<file path="src/rtl/rtpdp_pkg.sv">
`default_nettype none
package rtpdp_pkg;

  localparam int CFG_W      = 13;
  localparam int POS_W      = 16;
  localparam int COUNT_W    = 7;
  localparam int FIELD_W    = 15;
  localparam int OUT_ADDR_W = 25;
  localparam int PROD_W     = 30;  // line*width*2 + offset*2 fits here

  localparam logic [POS_W-1:0]   MARKER_POS     = 16'd1;
  localparam logic [POS_W-1:0]   PAYLOAD_START  = 16'd14;
  localparam logic [POS_W-1:0]   POS_MAX        = 16'hFFFF;
  localparam logic [COUNT_W-1:0] COUNT_MAX      = 7'd127;
  localparam int                 MORE_FLAG_BIT  = 15;

  localparam logic [CFG_W-1:0] LINE_WIDTH_RESET   = 13'd640;
  localparam logic [CFG_W-1:0] FRAME_HEIGHT_RESET = 13'd480;

  // byte phase inside a 6-byte line header
  typedef enum logic [2:0] {
    PH_LEN_HI  = 3'd0,
    PH_LEN_LO  = 3'd1,
    PH_LINE_HI = 3'd2,
    PH_LINE_LO = 3'd3,
    PH_OFF_HI  = 3'd4,
    PH_OFF_LO  = 3'd5
  } hdr_phase_t;

  typedef enum logic {
    CFG_LINE_WIDTH   = 1'b0,
    CFG_FRAME_HEIGHT = 1'b1
  } cfg_reg_t;

endpackage
`default_nettype wire

</file>
<file path="src/rtl/rtp_raw_video_depacketizer_core.sv">
`default_nettype none
// RTP raw (uncompressed) video depacketizer.
// in_*  : one UDP payload byte per transaction in network order, in_tlast on the
//         final byte of the datagram. The RTP header and extended sequence number
//         are parsed, then the line headers, then the payload bytes are mapped to
//         frame-store byte addresses.
// out_* : one transaction for each byte that writes the frame store and one for
//         each datagram's final byte. out_tuser[0] marks a valid store write;
//         out_tlast is the frame end (last byte of a marked packet).
// cfg_* : line width and frame height, written while no packet is in flight.
// From the input transaction a byte passes the input register, then the
// parse/address step that feeds the output register. One byte is accepted per
// clock while the receiver takes results; the segment base address (one 15x13
// multiply plus the lookup of the next nonzero segment) is formed in that same step.
// When the receiver stalls with a result waiting, the input register holds and
// in_tready falls in the same cycle; no byte is dropped. Reset (rst_n low,
// synchronous) clears all per-packet state and the pipeline and loads the
// default width 640 and height 480; the segment tables need no reset.
module rtp_raw_video_depacketizer_core #(
  parameter int MAX_SEGMENTS = 8,
  parameter int ADDRESS_BITS = 25
) (
  input  wire logic        clk,
  input  wire logic        rst_n,
  input  wire logic        in_tvalid,
  output logic             in_tready,
  input  wire logic [7:0]  in_tdata,   // [7:0] data_byte
  input  wire logic        in_tlast,   // packet_last
  output logic             out_tvalid,
  input  wire logic        out_tready,
  output logic [39:0]      out_tdata,  // [24:0] write_addr, [32:25] write_data, rest 0
  output logic [1:0]       out_tuser,  // [0] write_valid, [1] header_overflow
  output logic             out_tlast,  // frame_end
  input  wire logic        cfg_we,
  input  wire logic [0:0]  cfg_addr,
  input  wire logic [rtpdp_pkg::CFG_W-1:0] cfg_data
);
  import rtpdp_pkg::*;

  localparam int IDX_W = (MAX_SEGMENTS > 1) ? $clog2(MAX_SEGMENTS) : 1;
  localparam int CUR_W = $clog2(MAX_SEGMENTS + 1);
  localparam int SUM_W = (ADDRESS_BITS > PROD_W) ? ADDRESS_BITS : PROD_W;
  localparam int MUL_W = FIELD_W + CFG_W;

  // configuration
  logic [CFG_W-1:0] line_width_r, frame_height_r;

  // input register
  logic       s1_valid_r;
  logic [7:0] s1_byte_r;
  logic       s1_last_r;

  // per-packet state
  logic [POS_W-1:0]        pos_r, pos_nxt;
  logic                    marker_r, marker_nxt;
  logic [7:0]              holder_r, holder_nxt;
  logic [COUNT_W-1:0]      count_r, count_nxt;
  logic                    hdone_r, hdone_nxt;
  hdr_phase_t              phase_r, phase_nxt;
  logic [CUR_W-1:0]        cur_r, cur_nxt;
  logic [15:0]             left_r, left_nxt;
  logic [ADDRESS_BITS-1:0] next_addr_r, next_addr_nxt;
  logic                    ovf_r, ovf_nxt;
  logic [FIELD_W-1:0]      cur_line_r, cur_line_nxt;

  // segment tables
  logic [15:0]        len_tab  [MAX_SEGMENTS];
  logic [FIELD_W-1:0] line_tab [MAX_SEGMENTS];
  logic [FIELD_W-1:0] off_tab  [MAX_SEGMENTS];
  logic               len_we, line_we, off_we;
  logic [IDX_W-1:0]   wr_idx;
  logic [15:0]        field_val;

  // output register
  logic                  out_valid_r;
  logic                  o_wr_r, o_wr_nxt;
  logic [OUT_ADDR_W-1:0] o_addr_r, o_addr_nxt;
  logic [7:0]            o_data_r, o_data_nxt;
  logic                  o_fend_r, o_fend_nxt;
  logic                  o_ovf_r, o_ovf_nxt;
  logic                  o_emit;

  logic fire;

  // segment loader
  logic                    load_req;
  logic [CUR_W-1:0]        load_start, load_n;
  logic [MAX_SEGMENTS-1:0] cand;
  logic                    found;
  logic [IDX_W-1:0]        sel;
  logic [FIELD_W-1:0]      sel_line, sel_off;
  logic [MUL_W-1:0]        line_prod;
  logic [SUM_W-1:0]        base_sum;
  logic [CUR_W-1:0]        stored_n;
  logic                    in_hdr_range;
  logic                    wr_hit;
  logic [SUM_W-1:0]        addr_ext;

  assign fire      = s1_valid_r && (!out_valid_r || out_tready);
  assign in_tready = !s1_valid_r || fire;

  assign stored_n = (count_r >= COUNT_W'(MAX_SEGMENTS)) ? CUR_W'(MAX_SEGMENTS)
                                                        : CUR_W'(count_r);
  assign wr_idx    = count_r[IDX_W-1:0];
  assign field_val = {holder_r, s1_byte_r};
  assign in_hdr_range = (pos_r >= PAYLOAD_START) && (pos_r != POS_MAX);

  // first nonzero-length segment at or after load_start
  always_comb begin
    for (int j = 0; j < MAX_SEGMENTS; j++) begin
      cand[j] = (CUR_W'(j) >= load_start) && (CUR_W'(j) < load_n) && (len_tab[j] != '0);
    end
    found = 1'b0;
    sel   = '0;
    for (int j = MAX_SEGMENTS - 1; j >= 0; j--) begin
      if (cand[j]) begin
        found = 1'b1;
        sel   = IDX_W'(j);
      end
    end
  end

  always_comb begin
    sel_line = line_tab[sel];
    // offset of the header finishing this cycle is not in the table yet
    if (off_we && sel == wr_idx) begin
      sel_off = field_val[FIELD_W-1:0];
    end else begin
      sel_off = off_tab[sel];
    end
    line_prod = MUL_W'(sel_line) * MUL_W'(line_width_r);
    base_sum  = SUM_W'({sel_off, 1'b0}) + SUM_W'({line_prod, 1'b0});
  end

  always_comb begin
    pos_nxt       = pos_r;
    marker_nxt    = marker_r;
    holder_nxt    = holder_r;
    count_nxt     = count_r;
    hdone_nxt     = hdone_r;
    phase_nxt     = phase_r;
    cur_nxt       = cur_r;
    left_nxt      = left_r;
    next_addr_nxt = next_addr_r;
    ovf_nxt       = ovf_r;
    cur_line_nxt  = cur_line_r;
    len_we        = 1'b0;
    line_we       = 1'b0;
    off_we        = 1'b0;
    load_req      = 1'b0;
    load_start    = '0;
    load_n        = stored_n;
    wr_hit        = 1'b0;
    o_wr_nxt      = 1'b0;
    o_addr_nxt    = '0;
    o_data_nxt    = '0;
    addr_ext      = SUM_W'(next_addr_r);

    if (!hdone_r) begin
      if (pos_r == MARKER_POS) begin
        marker_nxt = s1_byte_r[7];
      end else if (in_hdr_range) begin
        phase_nxt = (phase_r == PH_OFF_LO) ? PH_LEN_HI : hdr_phase_t'(phase_r + 3'd1);
        case (phase_r) inside
          PH_LEN_HI, PH_LINE_HI, PH_OFF_HI: holder_nxt = s1_byte_r;
          PH_LEN_LO:  len_we  = (count_r < COUNT_W'(MAX_SEGMENTS));
          PH_LINE_LO: line_we = (count_r < COUNT_W'(MAX_SEGMENTS));
          PH_OFF_LO: begin
            off_we = (count_r < COUNT_W'(MAX_SEGMENTS));
            if (count_r >= COUNT_W'(MAX_SEGMENTS)) ovf_nxt = 1'b1;
            if (count_r < COUNT_MAX) count_nxt = count_r + 1'b1;
            if (!field_val[MORE_FLAG_BIT]) begin
              hdone_nxt  = 1'b1;
              load_req   = 1'b1;
              load_start = '0;
              load_n     = (count_nxt >= COUNT_W'(MAX_SEGMENTS)) ? CUR_W'(MAX_SEGMENTS)
                                                                 : CUR_W'(count_nxt);
            end
          end
          default: ;
        endcase
      end
    end else if (cur_r < stored_n && left_r != '0) begin
      wr_hit = ({2'b00, frame_height_r} > cur_line_r);
      if (wr_hit) begin
        o_wr_nxt   = 1'b1;
        o_addr_nxt = addr_ext[OUT_ADDR_W-1:0];
        o_data_nxt = s1_byte_r;
      end
      next_addr_nxt = next_addr_r + 1'b1;
      left_nxt      = left_r - 1'b1;
      if (left_r == 16'd1) begin
        load_req   = 1'b1;
        load_start = cur_r + 1'b1;
      end
    end

    if (load_req) begin
      if (found) begin
        cur_nxt       = CUR_W'(sel);
        left_nxt      = len_tab[sel];
        next_addr_nxt = base_sum[ADDRESS_BITS-1:0];
        cur_line_nxt  = sel_line;
      end else begin
        cur_nxt  = load_n;
        left_nxt = '0;
      end
    end

    if (pos_r != POS_MAX) pos_nxt = pos_r + 1'b1;

    // marker and overflow as updated by this byte
    o_emit     = wr_hit || s1_last_r;
    o_fend_nxt = s1_last_r && marker_nxt;
    o_ovf_nxt  = ovf_nxt;

    if (s1_last_r) begin
      pos_nxt       = '0;
      marker_nxt    = 1'b0;
      holder_nxt    = '0;
      count_nxt     = '0;
      hdone_nxt     = 1'b0;
      phase_nxt     = PH_LEN_HI;
      cur_nxt       = '0;
      left_nxt      = '0;
      next_addr_nxt = '0;
      ovf_nxt       = 1'b0;
    end
  end

  always_ff @(posedge clk) begin
    if (!rst_n) begin
      line_width_r   <= LINE_WIDTH_RESET;
      frame_height_r <= FRAME_HEIGHT_RESET;
    end else if (cfg_we) begin
      unique case (cfg_reg_t'(cfg_addr))
        CFG_LINE_WIDTH:   line_width_r   <= cfg_data;
        CFG_FRAME_HEIGHT: frame_height_r <= cfg_data;
        default: ;
      endcase
    end
  end

  always_ff @(posedge clk) begin
    if (!rst_n) begin
      s1_valid_r <= 1'b0;
    end else if (in_tready) begin
      s1_valid_r <= in_tvalid;
    end
  end

  always_ff @(posedge clk) begin
    if (in_tready && in_tvalid) begin
      s1_byte_r <= in_tdata;
      s1_last_r <= in_tlast;
    end
  end

  always_ff @(posedge clk) begin
    if (!rst_n) begin
      pos_r       <= '0;
      marker_r    <= 1'b0;
      holder_r    <= '0;
      count_r     <= '0;
      hdone_r     <= 1'b0;
      phase_r     <= PH_LEN_HI;
      cur_r       <= '0;
      left_r      <= '0;
      next_addr_r <= '0;
      ovf_r       <= 1'b0;
      cur_line_r  <= '0;
    end else if (fire) begin
      pos_r       <= pos_nxt;
      marker_r    <= marker_nxt;
      holder_r    <= holder_nxt;
      count_r     <= count_nxt;
      hdone_r     <= hdone_nxt;
      phase_r     <= phase_nxt;
      cur_r       <= cur_nxt;
      left_r      <= left_nxt;
      next_addr_r <= next_addr_nxt;
      ovf_r       <= ovf_nxt;
      cur_line_r  <= cur_line_nxt;
    end
  end

  always_ff @(posedge clk) begin
    if (fire && len_we)  len_tab[wr_idx]  <= field_val;
    if (fire && line_we) line_tab[wr_idx] <= field_val[FIELD_W-1:0];
    if (fire && off_we)  off_tab[wr_idx]  <= field_val[FIELD_W-1:0];
  end

  always_ff @(posedge clk) begin
    if (!rst_n) begin
      out_valid_r <= 1'b0;
    end else if (fire && o_emit) begin
      out_valid_r <= 1'b1;
    end else if (out_tready) begin
      out_valid_r <= 1'b0;
    end
  end

  always_ff @(posedge clk) begin
    if (fire && o_emit) begin
      o_wr_r   <= o_wr_nxt;
      o_addr_r <= o_addr_nxt;
      o_data_r <= o_data_nxt;
      o_fend_r <= o_fend_nxt;
      o_ovf_r  <= o_ovf_nxt;
    end
  end

  assign out_tvalid = out_valid_r;
  assign out_tdata  = {7'd0, o_data_r, o_addr_r};
  assign out_tuser  = {o_ovf_r, o_wr_r};
  assign out_tlast  = o_fend_r;

endmodule
`default_nettype wire
</file>
<file path="config.mk">
export PLATFORM = sky130hd
export DESIGN_NAME = rtp_raw_video_depacketizer_core
export DESIGN_NICKNAME = d
export VERILOG_FILES = /design/src/rtl/rtpdp_pkg.sv /design/src/rtl/rtp_raw_video_depacketizer_core.sv
export SDC_FILE = /design/constraint.sdc
export NUM_CORES = 1
export LEC_CHECK = 0
export BUFFER_PORTS_ARGS = -buffer_cell sky130_fd_sc_hd__clkbuf_2
export CAP_MARGIN = 20
export CORE_MARGIN = 5
export CORE_UTILIZATION = 57
export DETAILED_ROUTE_END_ITERATION = 8
export PLACE_DENSITY = 0.83
export SLEW_MARGIN = 10
export SYNTH_ARGS = -nofsm -noshare
export SYNTH_HDL_FRONTEND = slang
export SYNTH_SLANG_ARGS = --single-unit
</file>
<file path="constraint.sdc">
create_clock -name clk -period 26.3 [get_ports clk]
set_input_delay 6.575 -clock clk [delete_from_list [all_inputs] [get_ports clk]]
set_output_delay 6.575 -clock clk [all_outputs]
set_load 0.02 [all_outputs]
</file>
======== Word level (Yosys, flattened, before mapping) ========
Memories as Yosys holds them, arrays and structs flattened.
Index checks and enable logic that the tools add are counted.
storage, ports and cells
  memories kept ........................... 3
  memory bits (writable) .................. 368
  output and inout bits ................... 45
  input bits .............................. 28
  register bits ........................... 170
memories
  memory    words  width  rd ports  clocked after memory_dff  write ports  RTL line                               source
  len_tab   8      16     9         0                         1            rtp_raw_video_depacketizer_core.sv:67  logic [15:0] len_tab [MAX_SEGMENTS];
  line_tab  8      15     1         0                         1            rtp_raw_video_depacketizer_core.sv:68  logic [FIELD_W-1:0] line_tab [MAX_SEGMENTS];
  off_tab   8      15     1         0                         1            rtp_raw_video_depacketizer_core.sv:69  logic [FIELD_W-1:0] off_tab [MAX_SEGMENTS];
operators by class
  add/sub/neg operators ................... 7
  $lt $le $gt $ge ......................... 23
  bitwise gates (word level) .............. 1
  equality and inequality tests ........... 14
  reductions and logical operators ........ 61
  muxes and demuxes ....................... 124
  multipliers ............................. 1
operator list
  kind                                                        number
  nonzero test 16 bit                                         9
  2-to-1 mux 25 bit                                           5
  2-to-1 mux 16 bit                                           7
  2-to-1 mux 7 bit                                            16
  2-to-1 mux 4 bit                                            16
  2-to-1 mux 1 bit                                            61
  2-to-1 mux 8 bit                                            5
  2-to-1 mux 3 bit                                            13
  == test 16 x 1 -> 1 bit (second input constant)             2
  logical AND 1 bit                                           26
  adder 16 x 25 -> 25 bit                                     1
  adder 25 x 1 -> 25 bit (second input constant)              1
  multiplier 15 x 13 -> 24 bit                                1
  adder 16 x 1 -> 16 bit (second input constant)              1
  >= comparator 16 x 4 -> 1 bit (second input constant)       1
  >= comparator 3 x 4 -> 1 bit (first input constant)         4
  less-than comparator 3 x 4 -> 1 bit (first input constant)  4
  != test 16 bit (second input constant)                      1
  subtractor 16 x 1 -> 16 bit (second input constant)         1
  > comparator 13 x 15 -> 1 bit                               1
  2-to-1 mux 15 bit                                           1
  >= comparator 7 x 4 -> 1 bit (second input constant)        2
  nonzero test 2 bit                                          6
  != test 2 bit (second input constant)                       5
  25 further kinds                                            41

======== Longest topological paths before layout ========
  depth after elaboration ................. 37
  mapped depth ............................ 53

======== Worst setup path after synthesis ========
No wires, ideal clock.
  path type ............................... input to output
  start point ............................. input out_tready
  end point ............................... output in_tready
  stages on the path ...................... 1
  slack ................................... 12.877 ns
  required time ........................... 19.725 ns
  path buffers ............................ 0
  data arrival time ....................... 6.848 ns
  path through ............................ nand3b_1
between the ends
  cells in the longest elaborated chain, start to end .. 3
ends and longest elaborated chain
  item               RTL line                                source
  start, declared    rtp_raw_video_depacketizer_core.sv:30   input wire logic out_tready,
  logical OR 1 bit   rtp_raw_video_depacketizer_core.sv:99   assign fire = s1_valid_r && (!out_valid_r || out_tready);
  logical AND 1 bit  rtp_raw_video_depacketizer_core.sv:99
  logical OR 1 bit   rtp_raw_video_depacketizer_core.sv:100  assign in_tready = !s1_valid_r || fire;
  end, declared      rtp_raw_video_depacketizer_core.sv:26   output logic in_tready,
Every way passes these cells.

======== Worst setup path in the final report ========
Ends and elaborated chain as after synthesis.

==> flow_summary.json <==
{
  "status": "finished, final reports clean",
  "p_sw_mw": 0.655,
  "numCtsBuffers": 52,
  "synthCells": 2877,
  "hold_class": "reg2reg",
  "path_cells": "clkbuf_2 > nand3b_1 > clkbuf_2",
  "wl_um": 77700,
  "critPathMostFrequentCell": "clkbuf_2",
  "finalHoldViolations": 0,
  "vias": 22600,
  "routedWlPerCell_um": 21.5,
  "leakagePower_nw": 12.5,
  "place_area_um2": 31400,
  "synth-edff-count": 413,
  "powerDensity_nw_per_um2": 67.0,
  "cts.htree.levels": 2,
  "multi_input_area_um2": 14100,
  "regArea_um2": 14900,
  "finalSetupViolCount": 0,
  "fillers": 3932,
  "dp_hpwl_um": 52000,
  "fmax_ghz": 0.0735,
  "cts_resized": 0,
  "ys_seq_area_frac": 0.489,
  "ir_worst_vdd_mv": 0.0592,
  "ys_warn_count": 0,
  "synth_top_flop_cell": "edfxtp_1",
  "drc": 0,
  "postSynth.asyncResetShare": 0,
  "drive_above_1_share": 0.0861,
  "rsz0062_at_grt": "no",
  "p_clk_frac": 0.341,
  "cts_tree": "built",
  "synth-seq-cells": 538,
  "yosysTopAreaCell": "edfxtp_1",
  "ioPinCount": 73,
  "grt_pass1_wl_um": 121000,
  "avgSynthCellArea_um2": 10.6,
  "timing.slew.headroom": 0.249,
  "drtIter0Drc": 2749,
  "syn_area_um2": 30500,
  "tns_ps": 0,
  "cp.arrival_ps": 7040,
  "critPathMaxFanout": 3,
  "syn_to_final_growth_pct": 8.89,
  "clock_latency_ps": 630,
  "worst_pin_slew_ps": 1120,
  "timing.final.ws_setup_ps": 12690,
  "skew_ps": 36.7,
  "power_frac_seq": 0.414,
  "place_ws_ps": 12680,
  "antenna_found_initial": 3,
  "slowest_delay_ps": 190,
  "clock_sinks": 538,
  "end_kind": "output pin",
  "period_share": 0.518,
  "die_y_um": 241,
  "ant_nets": 0,
  "report.final.slew_viol_count": 0,
  "die_x_um": 241,
  "pwr-share-comb": 0.245,
  "io_buffers": 65,
  "overflow": 0,
  "min_period_ps": 13610,
  "cts.clk_slew.worst_paths_ps": 60,
  "holdBufCountCts": 0,
  "power.total_mw": 2.22,
  "start_util": 0.578,
  "grt_max_degree": 110,
  "ys_types": 95,
  "ys_top_cells_by_area": "edfxtp_1 41%, fa_1 9.1%, dfxtp_1 8.2%",
  "grt.total_usage": 0.263,
  "cp_slowest_cell": "nand3b_1",
  "internal_power_mw": 1.57,
  "grt_pass1_vias": 22100,
  "place_congestion": 0.916,
  "maxCapViolCount": 0,
  "dr.pass1.iters": 6,
  "root_buffer": "clkbuf_16",
  "postCtsSetupBuffers": 0,
  "p_sw_frac": 0.295,
  "crit_path_start_kind": "input pin",
  "stdcell_area_um2": 33200,
  "crit_type": "in2out",
  "rows": 84,
  "core_area_um2": 52800,
  "nNetsFinal": 3149,
  "clock_path_buffers": 3,
  "netlist.area_leader.share": 0.407,
  "required_ps": 19720,
  "die_area_um2": 58200,
  "viasPerCell": 6.25
}
[per-stage QoR]
| step | instances | utilization | hold WS, ps |
|---|---|---|---|
| CTS | 3611 | 0.627 | 473 |
| global route | 3618 | 0.629 | 499 |
| detailed placement | 3514 | 0.595 | 464 |
| global placement | 3512 | 0.594 | 453 |
| finish | 3618 | 0.629 | 475 |
| floorplan | 2883 | - | 443 |
[routing by layer]
layer  track usage  up-vias  wire [µm]
met1         0.346    11100      29600
met3        0.0389      200       7310
li1              -    10000          -
met4         0.101        2       2710
met2         0.444     1230      38000
met5             0        -         13
[cell usage in the layout (no fill, tap or decap), drive strengths merged, types with 37 or more instances in the layout]
master and instances:
a211oi 44, a21boi 53, a21oi 90, and2 134, and3 62, buf 44, clkbuf 127, dfxtp 125
edfxtp 413, fa 139, ha 97, inv 234, mux2i 60, nand2 447, nand3 100, nor2 134
nor2b 52, nor3 37, nor4 48, o21ai 76, xnor2 44, xor2 39
[flip-flops by register name, summed over array words and instances, names as in the netlist, 13 cells and up]
name / count
off_tab: 120
line_tab: 120
pos_r: 16
o_addr_r: 25
line_width_r: 13
frame_height_r: 13
cur_line_r: 15
next_addr_r: 25
len_tab: 128
left_r: 16
[cell usage after synthesis, drive strengths merged, types with 9 or more instances]
cell / instances
nand2: 447
edfxtp: 413
inv: 230
fa: 139
and2: 134
nor2: 134
dfxtp: 125
clkbuf: 118
nand3: 100
ha: 97
a21oi: 90
o21ai: 76
and3: 62
mux2i: 60
a21boi: 53
nor2b: 52
nor4: 48
a211oi: 44
xnor2: 44
buf: 42
xor2: 39
nor3: 37
a22oi: 32
a31oi: 32
nand4: 29
o211ai: 22
nand2b: 19
or3: 15
nor3b: 14
a21o: 12
a31o: 12
a2111oi: 9
[critical path, delay by kind of cell]
kind,cells,cell delay [ps]
buf+inv,2,270
simple gates,1,190
[layout make-up]
cell class | instances | share of cell area
sequential | 538 | 0.449
multi-input combinational | 1955 | 0.426
clock buffer | 63 | 0.0405
inverter | 230 | 0.0260
tap | 688 | 0.0259
timing repair buffer | 108 | 0.0213
clock inverter | 34 | 0.0111
antenna | 2 | 0.000151
[power groups by stage]
stage	sequential, mW	clock (mW)	combinational (mW)
6_report	0.921	0.759	0.544
3_5_place_dp	0.938	0	0.531
4_1_cts	0.920	0.765	0.536
3_3_place_gp	0.938	0	0.512
2_1_floorplan	0.937	0	0.405
5_1_grt	0.920	0.804	0.597
[worst paths after layout]
kind,from,to,slack [ps],cells past startpoint
hold / removal,cur_line_r[14],cur_line_r[14],470,2
setup reg to reg,count_r[6],next_addr_r[18],13960,41
setup / recovery,out_tready,in_tready,12690,3
hold reg to reg,cur_line_r[14],cur_line_r[14],470,2
[logic make-up after synthesis]
logic type                 after synthesis  share of synthesized area
buffers and inverters                  390                     0.0511
xor gates and xnor gates                85                     0.0253
DFF                                    538                      0.489
and+or+nand+nor                       1124                      0.182
adders and majority gates              237                      0.131
muxes                                   67                     0.0232
other                                    1                   0.000123
AOI/OAI and AO/OA                      435                     0.0977
Power figures use the tool's default switching activity.
